### src/hdl/ibu_pkg.sv
`timescale 1ns / 1ps

package ibu_pkg;

  localparam int W = 32;
  localparam int LANES = 4;

  typedef logic signed [W-1:0] word_t;
  typedef logic [LANES-1:0][W-1:0] lanes_t;

  typedef enum logic [3:0] {
    ACT_ADD  = 4'd0,
    ACT_SUB  = 4'd1,
    ACT_MUL  = 4'd2,
    ACT_DIV  = 4'd3,
    ACT_MIN  = 4'd4,
    ACT_MAX  = 4'd5,
    ACT_REM  = 4'd6,
    ACT_NEG  = 4'd7,
    ACT_ABS  = 4'd8,
    ACT_CONV = 4'd9,
    ACT_TRIG = 4'd10
  } action_t;

  // Sideband that travels alongside the divider lanes.
  typedef struct packed {
    logic             ok;
    logic             use_lanes;
    logic [LANES-1:0] neg;
    word_t            lo;
    word_t            hi;
  } side_t;

endpackage

### src/hdl/ibu_back.sv
`timescale 1ns / 1ps

module ibu_back (
  input  logic            clk,
  input  logic            rst,
  input  logic            adv,
  input  logic            quo_valid,
  input  ibu_pkg::side_t  quo_side,
  input  ibu_pkg::lanes_t quo,
  output logic            out_valid,
  output logic            res_known,
  output ibu_pkg::word_t  res_min,
  output ibu_pkg::word_t  res_max
);

  ibu_pkg::word_t c [0:ibu_pkg::LANES-1];
  ibu_pkg::word_t lo01, lo23, hi01, hi23, lo_next, hi_next;

  for (genvar l = 0; l < ibu_pkg::LANES; l++) begin : g_sign
    assign c[l] = quo_side.neg[l] ? -ibu_pkg::word_t'(quo[l]) : ibu_pkg::word_t'(quo[l]);
  end

  assign lo01 = (c[0] < c[1]) ? c[0] : c[1];
  assign lo23 = (c[2] < c[3]) ? c[2] : c[3];
  assign hi01 = (c[1] < c[0]) ? c[0] : c[1];
  assign hi23 = (c[3] < c[2]) ? c[2] : c[3];

  always_comb begin
    if (!quo_side.ok) begin
      lo_next = '0;
      hi_next = '0;
    end else if (quo_side.use_lanes) begin
      lo_next = (lo01 < lo23) ? lo01 : lo23;
      hi_next = (hi23 < hi01) ? hi01 : hi23;
    end else begin
      lo_next = quo_side.lo;
      hi_next = quo_side.hi;
    end
  end

  always_ff @(posedge clk) begin
    if (rst) begin
      out_valid <= 1'b0;
    end else if (adv) begin
      out_valid <= quo_valid;
    end
  end

  always_ff @(posedge clk) begin
    if (adv) begin
      res_known <= quo_side.ok;
      res_min   <= lo_next;
      res_max   <= hi_next;
    end
  end

endmodule

### config.mk
export PLATFORM = sky130hd
export DESIGN_NAME = ibu_back
export DESIGN_NICKNAME = d
export VERILOG_FILES = /design/src/hdl/ibu_pkg.sv /design/src/hdl/ibu_back.sv
export SDC_FILE = /design/constraint.sdc
export NUM_CORES = 1
export LEC_CHECK = 0
export ABC_AREA = 0
export BUFFER_PORTS_ARGS = -buffer_cell sky130_fd_sc_hd__buf_4
export CORE_ASPECT_RATIO = 0.9
export CORE_MARGIN = 2
export CORE_UTILIZATION = 57
export CTS_BUF_LIST = sky130_fd_sc_hd__clkbuf_4 sky130_fd_sc_hd__clkbuf_8
export DETAILED_ROUTE_END_ITERATION = 12
export PLACE_DENSITY = 0.84
export SYNTH_ARGS = -nofsm -noshare
export SYNTH_HDL_FRONTEND = slang
export SYNTH_SLANG_ARGS = --single-unit
### constraint.sdc
create_clock -name clk -period 11.38 [get_ports clk]
set_input_delay 2.276 -clock clk [delete_from_list [all_inputs] [get_ports clk]]
set_output_delay 2.276 -clock clk [all_outputs]
set_load 0.01 [all_outputs]
==> PnR_summary.wiki <==
{| class="wikitable"
! Metric !! Value
|-
| Status || complete, no violations
|-
| Initial antenna violation count || 0
|-
| Most frequent cells in the layout || buf_4, nand2_1, ha_1
|-
| Fraction of synthesized cell area taken by the top area cell type || 17.2%
|-
| Starting density of the core || 58.7%
|-
| Slew Limit Fails || 0
|-
| Cell count after placement || roughly 1.9k
|-
| Number of nets in the synthesized netlist || about 1.7k
|-
| Port Buffers || 267
|-
| Total number of nets in the final design || between 1.5k and 2k
|-
| Latest clock arrival within the worst-skew pair || between 0.3 and 0.4 ns
|-
| Met2 wirelength from detailed routing || between 15000 and 20000 um
|-
| Crit path launch type || primary input
|-
| Largest stage delay on the critical path || roughly 0.58 ns
|-
| Via density || between 6 and 7
|-
| Post-CTS setup repair buffer count || 0
|-
| Critical path start-end classification || primary input to register
|-
| Hold-fix buffers at CTS || 0
|-
| Arrival time worst endpoint || roughly 11 ns
|-
| Startpoint of the worst hold path || out_valid
|-
| Largest cells by area after synthesis || edfxtp_1, ha_1, xor2_1, o21ai_0, mux2i_1
|-
| Worst min-delay path class || register to register
|-
| Resized cells post-CTS || 0
|-
| Unrepaired setup endpoints after global routing || false
|-
| Number of iterations in the first detailed-routing pass || 6
|-
| Die outline height || between 100 and 150 um
|-
| Data required time at the worst endpoint || around 12 ns
|-
| Leading cell type in the layout, fill and taps excluded || buf_4
|-
| Total via count in the routed design || ~12k
|-
| Area growth syn-to-layout || 20.9%
|-
| Non-filler cells, final || 1879
|-
| Count of endpoints failing hold in the final timing report || 0
|-
| CTS root buffer || clkbuf_8
|-
| TritonCTS clock tree || yes
|-
| Maximum level of the CTS H-tree || 3
|-
| Top-level I/O count || between 200 and 300
|-
| Seq/Total Area, Yosys || between 15 and 20%
|-
| Critical path origin || quo[112]
|-
| Cells after Synth || approximately 1.4k
|-
| Max_slew headroom || 36.5%
|-
| Critical R2R Launch || out_valid
|-
| Fill cell instance count of the final layout || between 1.5k and 2k
|-
| Worst-case clock buffer depth || 2
|-
| Area of the placeable core || 19300 um^2
|-
| Clock slew seen by the registers of the worst setup and hold paths || approximately 0.08 ns
|-
| Period utilization || between 90 and 100%
|-
| Global placement routability congestion || 0.964
|-
| Maximum number of pins on one net before global-route repair || 75
|-
| Cell row count || 48
|-
| Clock buffers created by TritonCTS || 9
|-
| Peak Freq || around 95 MHz
|-
| Power per cell area || around 130 nW/um^2
|-
| Capturing element type of the critical path || register
|-
| WL per Instance || ~22 um
|-
| Final instance area || around 14000 um^2
|-
| Grt total ovfl || 0
|-
| Share of cells above drive strength 1 || ~25%
|-
| Uppermost signal routing layer after detailed routing || met4
|-
| Ant. Diodes || 0
|-
| Total Neg Setup Slack || 0 ns
|-
| Remaining design rule violation count || 0
|-
| Placed Instance Area || 13500 um^2
|-
| Prevailing post-synth register cell || edfxtp_1
|-
| Transition at the pin with the smallest max-transition slack || between 0.9 and 1 ns
|-
| Warnings from Yosys || 0
|-
| GRT Overall Usage || between 30% and 40%
|-
| Clk_skew || 0 ns
|-
| Maximum Capacitance Violations || 0
|-
| Global-route wire length before repair || just over 60000 um
|-
| Die X || about 150 um
|-
| Die Footprint || ~21000 um^2
|-
| Final number of setup-violating endpoints || 0
|-
| Number of distinct library cells after synthesis || about 80
|-
| Total met3 wirelength after detailed routing || ~4400 um
|-
| Maximum fanout encountered on the critical timing path || 21
|-
| Drt total wl || roughly 41000 um
|-
| Post-route minimum period || between 10 and 15 ns
|-
| Netlist area before placement || about 11000 um^2
|-
| Post-route antenna net violation count || 0
|-
| Vias in the first global route || about 12k
|-
| Syn Area/Cell || roughly 8 um^2
|-
| Flops & latches, synth || 66
|-
| Count of flip-flops with a built-in enable after synthesis || between 60 and 70
|-
| Async S/R FF share, synth || 0%
|-
| Number of sinks handled by clock tree synthesis || 66
|-
| Wl on met1 || about 17000 um
|-
| Half-perimeter wire length after detailed placement || ~33000 um
|-
| Worst vdd rail ir drop || 0.0710 mV
|-
| Starting DRC count in detailed routing || around 1.9k
|-
| Slowest cell on the critical path || a221oi_4
|-
| Library cell with the largest summed area after synthesis || edfxtp_1
|-
| Static leakage || roughly 6 nW
|}
==> cell families (layout without fill, tap and decap cells) <==
kind of cell               count (synthesis)  in the layout  synth area share, %
AOI/OAI and AO/OA                        444            444                 26.7
and+or+nand+nor                          411            411                 19.6
buffers and inverters                    141            374                 5.07
xor gates and xnor gates                 126            126                 9.79
adders and majority gates                125            125                 13.8
muxes                                     83             83                 7.72
DFF                                       66             66                 17.4
==> per-stage QoR <==
step	hold slack (ns)	util [%]	setup slack (ns)	power, mW
3_5_place_dp	0.495	69.9	0.637	1.56
6_report	0.526	70.9	0.880	1.80
2_1_floorplan	0.528	-	1.59	1.15
3_3_place_gp	0.474	69.9	0.795	1.53
4_1_cts	0.522	70.9	0.962	1.76
5_1_grt	0.566	70.9	0.324	1.91
==> routing by layer <==
metal  up-vias  global-route usage (%)
met5         -                       0
met4         0                    9.41
met3        82                    5.41
met2       784                    61.6
met1      5842                    52.4
li1       5790                       -
==> registers in the layout, indices dropped and copies added, names as in the netlist <==
| name | count |
|---|---|
| out_valid | 1 |
| res_max | 32 |
| res_min | 32 |
| res_known | 1 |
==> power breakdown <==
group	total (mW)	switching [mW]	internal, mW
combinational	1.26	0.745	0.511
clock	0.206	0.104	0.102
sequential	0.339	0.0190	0.320
==> cells in the mapped netlist (all sizes together) (5+ instances only) <==
cell	instances
nor2b	13
buf	25
a31oi	9
nand2b	13
o41ai	21
edfxtp	65
inv	68
clkbuf	48
and3	6
a21oi	83
nand4	33
a21o	32
a311oi	14
a311o	5
mux2i	47
o211ai	14
nor2	45
nor4b	21
nand2	125
a2111oi	26
ha	124
o31ai	31
or4	17
and2	20
o21a	6
a211oi	47
mux2	36
xnor2	47
or3	9
xor2	79
nor4	14
nor3	14
nand3	28
or2	43
o21ai	121
==> critical path, delay by kind of cell <==
family,cells,cell delay [ns]
simple gates,11,3.25
compound gates,12,2.99
mux,1,0.35
xor+xnor,1,0.29
buf+inv,4,0.81
fa+ha+maj,2,0.70
==> layout make-up <==
| cell class | instances | area, um^2 | share of cell area (%) |
|---|---|---|---|
| sequential | 66 | 1970 | 14.4 |
| tap | 250 | 313 | 2.28 |
| timing repair buffer | 290 | 2180 | 15.9 |
| clock buffer | 10 | 131 | 0.958 |
| clock inverter | 6 | 57.6 | 0.420 |
| multi-input combinational | 1189 | 8810 | 64.2 |
| inverter | 68 | 255 | 1.86 |
==> worst paths after layout <==
path / to / slack (ns) / cells after the start
max: res_min[14] / 0.88 / 31
min: out_valid / 0.53 / 2
max reg2reg: out_valid / 10.78 / 2
min reg2reg: out_valid / 0.53 / 2
No activity file was read; power rests on OpenSTA's default activity.
